[config.mk]
export PLATFORM = sky130hd
export DESIGN_NAME = bpa_controller
export DESIGN_NICKNAME = d
export VERILOG_FILES = /design/src/rtl/core/bpa_pkg.sv /design/src/rtl/core/bpa_controller.sv
export SDC_FILE = /design/constraint.sdc
export NUM_CORES = 1
export LEC_CHECK = 0
export ABC_AREA = 1
export BUFFER_PORTS_ARGS = -buffer_cell sky130_fd_sc_hd__buf_4
export CAP_MARGIN = 20
export CORE_AREA = 4 4 41 43
export DETAILED_ROUTE_END_ITERATION = 8
export DIE_AREA = 0 0 45 47
export GPL_TIMING_DRIVEN = 1
export SYNTH_ARGS = -nofsm -noshare
export SYNTH_HDL_FRONTEND = slang
export SYNTH_SLANG_ARGS = --single-unit
[constraint.sdc]
create_clock -name clock -period 1.2 [get_ports clock]
set_input_delay 0.12 -clock clock [delete_from_list [all_inputs] [get_ports clock]]
set_output_delay 0.12 -clock clock [all_outputs]
set_load 0.02 [all_outputs]
[src/rtl/core/bpa_pkg.sv]
// Shared types and constants of the buddy page allocator core.
// Used by the controller, the datapath and the top level; no dependencies.
`default_nettype none

package bpa_pkg;

   localparam int TOP_ORDER = 10;
   localparam int NUM_LISTS = TOP_ORDER + 1;
   localparam int ORD_W     = 4;
   localparam int COUNT_W   = 11;
   localparam int FRAME_W   = 21;
   localparam int BASE_W    = 20;
   localparam int REGION_W  = 16;
   localparam int CNT_W     = 16;
   localparam int STATUS_W  = 3;
   localparam int CSR_IDX_W = 1;

   localparam logic [CNT_W-1:0]    CNT_FULL     = 16'hFFFF;
   localparam logic [BASE_W-1:0]   BASE_RESET   = 20'd524288;
   localparam logic [REGION_W-1:0] REGION_RESET = 16'd32768;

   localparam logic [CSR_IDX_W-1:0] CSR_BASE_PAGE    = 1'd0;
   localparam logic [CSR_IDX_W-1:0] CSR_REGION_PAGES = 1'd1;

   typedef enum logic [1:0] {
      OP_ALLOC = 2'd0,
      OP_FREE  = 2'd1,
      OP_INIT  = 2'd2,
      OP_NOP   = 2'd3
   } op_type;

   typedef enum logic [STATUS_W-1:0] {
      ST_OK    = 3'd0,
      ST_EMPTY = 3'd1,
      ST_COUNT = 3'd2,
      ST_RANGE = 3'd3,
      ST_ALIGN = 3'd4
   } status_type;

   typedef enum logic [3:0] {
      S_IDLE,
      S_DISPATCH,
      S_CARVE,
      S_TAKE,
      S_LINK,
      S_SPLIT,
      S_FSTART,
      S_FWALK,
      S_FPUSH,
      S_DONE
   } state_type;

   typedef struct packed {
      logic capture;
      logic dispatch;
      logic carve_push;
      logic take_head;
      logic load_head;
      logic split_push;
      logic walk_start;
      logic walk_step;
      logic free_push;
      logic finish;
   } dp_cmd_type;

   typedef struct packed {
      op_type op;
      logic   go;
      logic   carve_more;
      logic   need_link;
      logic   split_more;
      logic   merge_top;
      logic   walk_found;
      logic   walk_last;
      logic   rsp_busy;
   } dp_sts_type;

endpackage

`default_nettype wire

[src/rtl/core/bpa_controller.sv]
// Sequencing state machine of the buddy page allocator core.
// Depends on bpa_pkg; drives datapath commands from datapath status.
`default_nettype none

module bpa_controller
   import bpa_pkg::*;
(
   input  wire logic       clock,
   input  wire logic       reset,
   input  wire logic       req_valid,
   output logic            req_stall,
   input  wire dp_sts_type sts,
   output dp_cmd_type      cmd
);

   state_type state_ff, state_in;

   always_ff @(posedge clock) begin
      if (reset) begin
         state_ff <= S_IDLE;
      end else begin
         state_ff <= state_in;
      end
   end

   assign req_stall = (state_ff != S_IDLE);

   always_comb begin
      state_in = state_ff;
      case (state_ff)
         S_IDLE: begin
            if (req_valid && !req_stall) state_in = S_DISPATCH;
         end
         S_DISPATCH: begin
            case (sts.op)
               OP_INIT:  state_in = S_CARVE;
               OP_ALLOC: state_in = sts.go ? S_TAKE : S_DONE;
               OP_FREE:  state_in = sts.go ? S_FSTART : S_DONE;
               default:  state_in = S_DONE;
            endcase
         end
         S_CARVE: begin
            if (!sts.carve_more) state_in = S_DONE;
         end
         S_TAKE: begin
            state_in = sts.need_link ? S_LINK : S_SPLIT;
         end
         S_LINK: begin
            state_in = S_SPLIT;
         end
         S_SPLIT: begin
            if (!sts.split_more) state_in = S_DONE;
         end
         S_FSTART: begin
            state_in = sts.merge_top ? S_FPUSH : S_FWALK;
         end
         S_FWALK: begin
            if (sts.walk_found) state_in = S_FSTART;
            else if (sts.walk_last) state_in = S_FPUSH;
         end
         S_FPUSH: begin
            state_in = S_DONE;
         end
         S_DONE: begin
            if (!sts.rsp_busy) state_in = S_IDLE;
         end
         default: state_in = S_IDLE;
      endcase
   end

   always_comb begin
      cmd = '0;
      case (state_ff)
         S_IDLE:     cmd.capture    = req_valid && !req_stall;
         S_DISPATCH: cmd.dispatch   = 1'b1;
         S_CARVE:    cmd.carve_push = sts.carve_more;
         S_TAKE:     cmd.take_head  = 1'b1;
         S_LINK:     cmd.load_head  = 1'b1;
         S_SPLIT:    cmd.split_push = sts.split_more;
         S_FSTART:   cmd.walk_start = !sts.merge_top;
         S_FWALK:    cmd.walk_step  = 1'b1;
         S_FPUSH:    cmd.free_push  = 1'b1;
         S_DONE:     cmd.finish     = !sts.rsp_busy;
         default:    cmd = '0;
      endcase
   end

endmodule

`default_nettype wire

# ---- Word-level counts from Yosys, hierarchy flattened
# Index checks and enable logic that the tools add are counted.
dict set report word_totals {
  regBits 4
  inputBits 13
  out_inout_bits 11
}
dict set report op_classes {
  n_eq_ne 16
  mux 22
  n_reduce_logical 8
}
# op count
set ops {}
lappend ops {{$pmux 4 s10} 1}
lappend ops {{$mux 4} 9}
lappend ops {{$eq 4x3->1 const B} 4}
lappend ops {{$pmux 4 s3} 1}
lappend ops {{$mux 1} 11}
lappend ops {{$eq 4x2->1 const B} 2}
lappend ops {{$eq 4x4->1 const B} 2}
lappend ops {{$ne 2x2->1 const B} 4}
lappend ops {{$reduce_and 5->1} 1}
lappend ops {{$eq 4x1->1 const B} 1}
lappend ops {{$logic_not 4->1} 1}
lappend ops {{$reduce_bool 4->1} 1}
lappend ops {{$logic_not 1->1} 3}
lappend ops {{$ne 3x3->1 const B} 1}
lappend ops {{$eq 2x1->1 const B} 1}
lappend ops {{$eq 2x2->1 const B} 1}
lappend ops {{$logic_not 2->1} 1}
lappend ops {{$logic_and 1x1->1} 1}

# ---- Logic depth before layout (Yosys ltp)
# Gate-level depths: netlist of the first run.
dict set report logic_depth {
  depth_word 5
  ltp_mapped 9
}

# ---- Least setup slack after synthesis of the first run
# No wires, ideal clock.
dict set report synth_path {
  path_kind {register to register}
  start {register state_ff[1]}
  end {register state_ff[2]}
  setup_time_ps 74
  arrival_ps 1288
  setup_slack_ps -163
  path_stages_with_launch 5
  period_less_slack_ps 1363
  path_cell_list {dfxtp_1 > nand2_1 > nor3_1 > a21oi_1 > a31oi_1}
}
dict set report synth_via {
  elab_chain_len 5
  word_cells_on_any_way 20
  classes_between {eq/ne: 14; mux: 1; reduce/logical: 5}
}
# item line_no
set synth_rtl {}
lappend synth_rtl {{start: declaration} bpa_controller.sv:16} ;# state_type state_ff, state_in;
lappend synth_rtl {{start signal: assignment} bpa_controller.sv:22} ;# state_ff <= state_in;
lappend synth_rtl {{$reduce_bool 4->1} bpa_controller.sv:26} ;# assign req_stall = (state_ff != S_IDLE);
lappend synth_rtl {{$logic_not 1->1} bpa_controller.sv:32} ;# if (req_valid && !req_stall) state_in = S_DISPATCH;
lappend synth_rtl {{$logic_and 1x1->1} bpa_controller.sv:32}
lappend synth_rtl {{$ne 2x2->1 (no line)} -}
lappend synth_rtl {{$reduce_and 5->1 (no line)} -}
# Several ways; a longest one is shown, not always the timed one.
# A chain may end at the register's enable or synchronous reset.

==> qor.yml, run 1 <==
outcome:
  outcome: "finished, violations left"
  violations: "negative setup slack"
critical_path:
  cp_num_buf_inv: 2
  crit_fanout: 5
  slowest_delay_ns: 0.36
  crit_path_top_delay_cell: "dfxtp_4"
  required_ns: 1.08
  path_class: "reg2out"
  crit_family: "flip-flops"
  cp-start-kind: "register"
  crit_chain: "nor2_1, buf_4, nand2_2, nor2_2, buf_4"
  cpMostUsedCell: "buf_4"
  cp.arrival_ns: 1.17
  end_kind: "output port"
global_route:
  grt_pass1_vias: 636
  grt_max_degree: 7
  grt_usage: 0.168
  antenna_found_initial: 0
  grt_pass1_wl_um: 2620
  overflow: 0
timing:
  finalClockSkew_ns: 0.00689
  finalCriticalPeriod_ns: 1.29
  maxSlewHeadroom: 0.824
  fin_crit_sh: 1.08
  setup_violations: 13
  slew_viol_final: 0
  hold_viol_final: 0
  worst_pin_slew_ns: 0.261
  layout_setup_ws_ns: -0.0901
  holdWs_ns: 0.0601
  clock.fmax_mhz: 775
  rsz0062_at_grt: "true"
cells_and_area:
  layout-drive-gt1-share: 0.615
  largestRegisters: "state_ff: 4 flops"
  largest_reg_flops: 4
  diodes: 0
  layout_common_cells: "buf_4, nand2_1, buf_6"
  fin_area_um2: 887
  final_common_cell: "buf_4"
  regMostFlops: "state_ff"
  fin_nets: 137
  fillers: 116
  area_growth_syn_to_layout_pct: 97.5
routing:
  drt_wl_total_um: 1660
  via_count: 675
  dr.pass1.iters: 6
  drt.antenna.violating_nets: 0
  drt-initial-drc-count: 20
  wl_per_cell_um: 12.1
  via_per_inst: 4.93
  drc: 0
power:
  peakVddDrop_mv: 0.734
  leakage_nw: 0.478
  powerDensity_mw_per_mm2: 1690
  power_w: 0.00150
die:
  row_count: 13
  dieHeight_um: 47
  io_pins: 24
  die_w_um: 45
  dieArea_mm2: 0.00212
  core_mm2: 0.00130
  start_util: 0.345
cts:
  numCtsBuffers: 3
  clock_path_buffers: 2
  clk_pin_slew_worst_paths_ns: 0.04
  htreeDepth: 1
  cts_tree: "done"
  worstSkewPairLatency_ns: 0.23
  cts.sinks: 4
  postCtsHoldBufs: 0
  cts-root-buf: "clkbuf_4"
place:
  port_buffers: 23
  dpl.hpwl_um: 1130
  placed_cell_area_um2: 681
  place_congestion: 0.824
synthesis:
  syn_inst: 84
  syn_area_um2: 449
  yosys_register_bits: 4
  syn-num-nets: 97
  avgSynthCellArea_um2: 5.35
  yosys.cell_types.count: 14
  ys_seq_area_frac: 0.178
  ys.warnings.count: 0
job:
  cap_viol_max_count: 0
hold_path:
  hp-class: "in2reg"
-- worst reg2reg max path, cell delays in order, from the launching register on --
cell	delay, ns
dfxtp_4	0.39
inv_4	0.04
nor2_4	0.18
buf_6	0.14
nand3_2	0.06
nor2_2	0.11
nor2_1	0.04
nand2_1	0.06
nand2_1	0.06
a21oi_1	0.13
-- cell type report --
type	instances	area (µm²)	area share
multi-input cells	62	370	0.417
inverters	18	72.6	0.0818
flip-flops and latches	4	95.1	0.107
well taps	15	18.8	0.0212
repair buffers	35	308	0.347
clock buffers	3	22.5	0.0254
-- logic make-up after synthesis --
group           after synthesis  share of synthesized area
simple gates                 54                      0.579
buf+inv                      18                      0.150
compound gates                8                     0.0919
flops                         4                      0.178
-- through the flow --
stage                util  std cells  setup slack, ns  setup TNS, ns
floorplan               -         84         -0.00618        -0.0121
global placement    0.523        126          -0.0739         -0.203
detailed placement  0.523        126          -0.0862         -0.196
CTS                 0.650        137          -0.0843         -0.514
global route        0.682        137           -0.159          -1.41
finish              0.682        137          -0.0901         -0.611
-- per-layer routing --
layer | GRT usage | wire length (µm) | share of wire | up-vias
met4 | 0.0351 | 31 | 0.019 | 0
met5 | 0 | 0 | 0 | -
met2 | 0.336 | 885 | 0.53 | 30
met1 | 0.188 | 626 | 0.38 | 303
li1 | - | - | - | 336
met3 | 0.0192 | 112 | 0.068 | 6
-- what timing repair did --
item	4_1_cts	5_1_grt
setup endpoints to repair	15	15
cloned	0	0
hold endpoints to repair	0	0
buffers inserted	8	0
pin swaps	7	11
resized for setup	33	15
-- final timing paths --
path | startpoint | to | slack [ns] | cells after the start
max | state_ff[1] | cmd[9] | -0.09 | 5
min | reset | state_ff[0] | 0.06 | 2
max reg2reg | state_ff[0] | state_ff[0] | -0.08 | 9
min reg2reg | state_ff[1] | state_ff[1] | 0.51 | 2
-- synthesized netlist by cell type (all sizes together) --
master,number,area share
nor2,18,0.20
a21oi,5,0.056
inv,18,0.15
a31oi,1,0.014
nand3,10,0.14
nand3b,1,0.017
nand2,22,0.18
o21ai,2,0.022
dfxtp,4,0.18
nor3,3,0.033
-- power by group --
part | leakage, nW | internal (W) | total [W] | switching [W]
combinational | 0.428 | 0.000485 | 0.00106 | 0.000577
clock | 0.0138 | 0.000112 | 0.000169 | 0.0000568
sequential | 0.0356 | 0.000188 | 0.000272 | 0.0000841
No activity file was read; power rests on OpenSTA's default activity.
==> inputs of run 2 (changes only) <==
--- a/config.mk
+++ b/config.mk
@@ -8,10 +8,13 @@
 export ABC_AREA = 1
 export BUFFER_PORTS_ARGS = -buffer_cell sky130_fd_sc_hd__buf_4
 export CAP_MARGIN = 20
-export CORE_AREA = 4 4 41 43
+export CELL_PAD_IN_SITES_DETAIL_PLACEMENT = 0
+export CELL_PAD_IN_SITES_GLOBAL_PLACEMENT = 2
+export CORE_MARGIN = 4
+export CORE_UTILIZATION = 19
 export DETAILED_ROUTE_END_ITERATION = 8
-export DIE_AREA = 0 0 45 47
 export GPL_TIMING_DRIVEN = 1
+export PLACE_DENSITY_LB_ADDON = 0.1
 export SYNTH_ARGS = -nofsm -noshare
 export SYNTH_HDL_FRONTEND = slang
 export SYNTH_SLANG_ARGS = --single-unit
==> qor.yml, run 2 (same netlist as run 1, synthesis figures left out) <==
timing:
  rsz0062_at_grt: "true"
  worst_pin_slew_ns: 0.252  # -0.00959 ns
  slew_viol_final: 0  # unchanged
  layout_setup_ws_ns: -0.0795  # +0.0106 ns
  fin_crit_sh: 1.07  # -0.00881
  finalCriticalPeriod_ns: 1.28  # -0.0106 ns
  hold_viol_final: 0  # unchanged
  tns_ns: -0.580  # +0.0304 ns
  setup_violations: 10  # -3
  clock.fmax_mhz: 782  # +0.83%
  maxSlewHeadroom: 0.831  # +0.00644
  finalClockSkew_ns: 0.00318  # -0.00371 ns
critical_path:
  crit_family: "buffers and inverters"
  path_class: "reg2out"
  cp.arrival_ns: 1.16  # about the same
  worst_r2r_path_depth: 6  # -3
  slowest_delay_ns: 0.36  # about the same
  end_kind: "output port"
  crit_cells: 6  # +1
  cp-start-kind: "register"
  crit_fanout: 5  # unchanged
  required_ns: 1.08  # about the same
  crit_path_top_delay_cell: "dfxtp_4"
  cpMostUsedCell: "buf_6"
  cp_num_buf_inv: 4  # +2
  crit_chain: "nor2_1, buf_4, nand2_2, buf_6, inv_2, buf_6"
global_route:
  antenna_found_initial: 0  # unchanged
  grt_pass1_wl_um: 2540  # -3.2%
  grt_max_degree: 7  # unchanged
  grt_pass1_vias: 582  # -8.5%
  grt_usage: 0.102  # -0.0663
  overflow: 0  # unchanged
cells_and_area:
  fin_area_um2: 867  # -2.3%
  diodes: 0  # unchanged
  layout_common_cells: "buf_4, nand2_1, nor2_1, buf_6, inv_1"
  fin_nets: 134  # -2.2%
  fin_util: 0.388  # -0.293
  largest_reg_flops: 4  # unchanged
  fillers: 255  # +120%
  layout-drive-gt1-share: 0.571  # -0.0433
  regMostFlops: "state_ff"
  largestRegisters: "state_ff: 4 flops"
  final_common_cell: "buf_4"
  final_cells: 147  # +7.3%
  area_growth_syn_to_layout_pct: 93.0
power:
  switching_share: 0.475  # -0.00301
  leakage_nw: 0.457  # -4.3%
  intPower_w: 0.000740  # -5.7%
  clkPwrFrac: 0.116  # +0.004
  powerDensity_mw_per_mm2: 1620  # -4.1%
  peakVddDrop_mv: 0.723  # -1.5%
  p_comb_frac: 0.697  # -0.010
  p_sw_w: 0.000669  # -6.9%
  pwr-share-seq: 0.187  # +0.006
cts:
  clock_path_buffers: 2  # unchanged
  cts.sinks: 4  # unchanged
  htreeDepth: 1  # unchanged
  cts_tree: "done"
  numCtsBuffers: 3  # unchanged
  cts-root-buf: "clkbuf_4"
  worstSkewPairLatency_ns: 0.23  # about the same
  postCtsHoldBufs: 0  # unchanged
  clk_pin_slew_worst_paths_ns: 0.03  # about the same
outcome:
  outcome: "finished, violations left"
  violations: "negative setup slack"
die:
  row_count: 17  # +4
  die_w_um: 56.6  # +26%
  dieHeight_um: 56.6  # +20%
  core_mm2: 0.00223  # +72%
  io_pins: 24  # unchanged
  start_util: 0.201  # -0.144
  dieArea_mm2: 0.00321  # +52%
routing:
  drt.antenna.violating_nets: 0  # unchanged
  dr.pass1.iters: 5  # -1
  via_count: 607  # -10%
  drc: 0  # unchanged
  via_per_inst: 4.13  # -16%
  wl_per_cell_um: 10.4  # -14%
  drt-initial-drc-count: 17  # -15%
  drt_wl_total_um: 1530  # -7.4%
place:
  dpl.hpwl_um: 1340  # +19%
  place_congestion: 0.775  # -5.9%
  port_buffers: 23  # unchanged
  dpl.cell_count: 144  # +14%
  placed_cell_area_um2: 734  # +7.9%
hold_path:
  hp-class: "in2reg"
  holdPathStages: 2  # unchanged
job:
  cap_viol_max_count: 0  # unchanged
[run 2: power by group through the flow]
stage | Sequential (W) | Combinational, W | Clock, W
floorplan | 0.000217 | 0.000484 | 0
global placement | 0.000226 | 0.000853 | 0
detailed placement | 0.000227 | 0.000840 | 0
CTS | 0.000260 | 0.000957 | 0.000174
global route | 0.000267 | 0.00108 | 0.000189
finish | 0.000263 | 0.000982 | 0.000164
[run 2: metal layers]
metal  wire, µm  up-vias  part of all wire  GRT usage
met2        761       16              0.50      0.165
met1        679      261              0.44      0.126
met3         81        2             0.053     0.0207
li1           -      328                 -          -
met5          0        -                 0          0
met4         11        0            0.0072     0.0508
[run 2: worst paths after layout]
kind | from | endpoint | slack, ns
min | reset | state_ff[0] | 0.07
max | state_ff[0] | cmd[1] | -0.08
min reg2reg | state_ff[1] | state_ff[1] | 0.53
max reg2reg | state_ff[0] | state_ff[0] | 0.01
[run 2: worst reg2reg max path, stage by stage, from the launching register on]
cell     delay [ns]
dfxtp_4        0.37
inv_2          0.05
nor2_4         0.19
nand3_1        0.15
nand2_1        0.11
o21ai_0        0.11
a21oi_2        0.14
[run 2: layout make-up]
type                            instances  area [µm²]  area share
Tap cell                               28        35.0      0.0404
Multi-Input combinational cell         62         364       0.420
Clock buffer                            3        22.5      0.0260
Inverter                               18        72.6      0.0837
Timing Repair Buffer                   32         278       0.320
Sequential cell                         4        95.1       0.110
[run 2: through the flow]
stage | hold WS, ns | worst slack (ns) | power [W]
floorplan | 0.189 | -0.00618 | 0.000701
global placement | 0.316 | -0.165 | 0.00108
detailed placement | 0.319 | -0.142 | 0.00107
CTS | 0.0623 | -0.106 | 0.00139
global route | 0.0747 | -0.162 | 0.00153
finish | 0.0736 | -0.0795 | 0.00141
[run 2: repair_timing]
item,4_1_cts,5_1_grt
endpoints found under the hold margin,0,0
pin swaps,4,5
setup endpoints to repair,15,14
buffers inserted,1,0
resized for setup,34,7
cloned,0,0
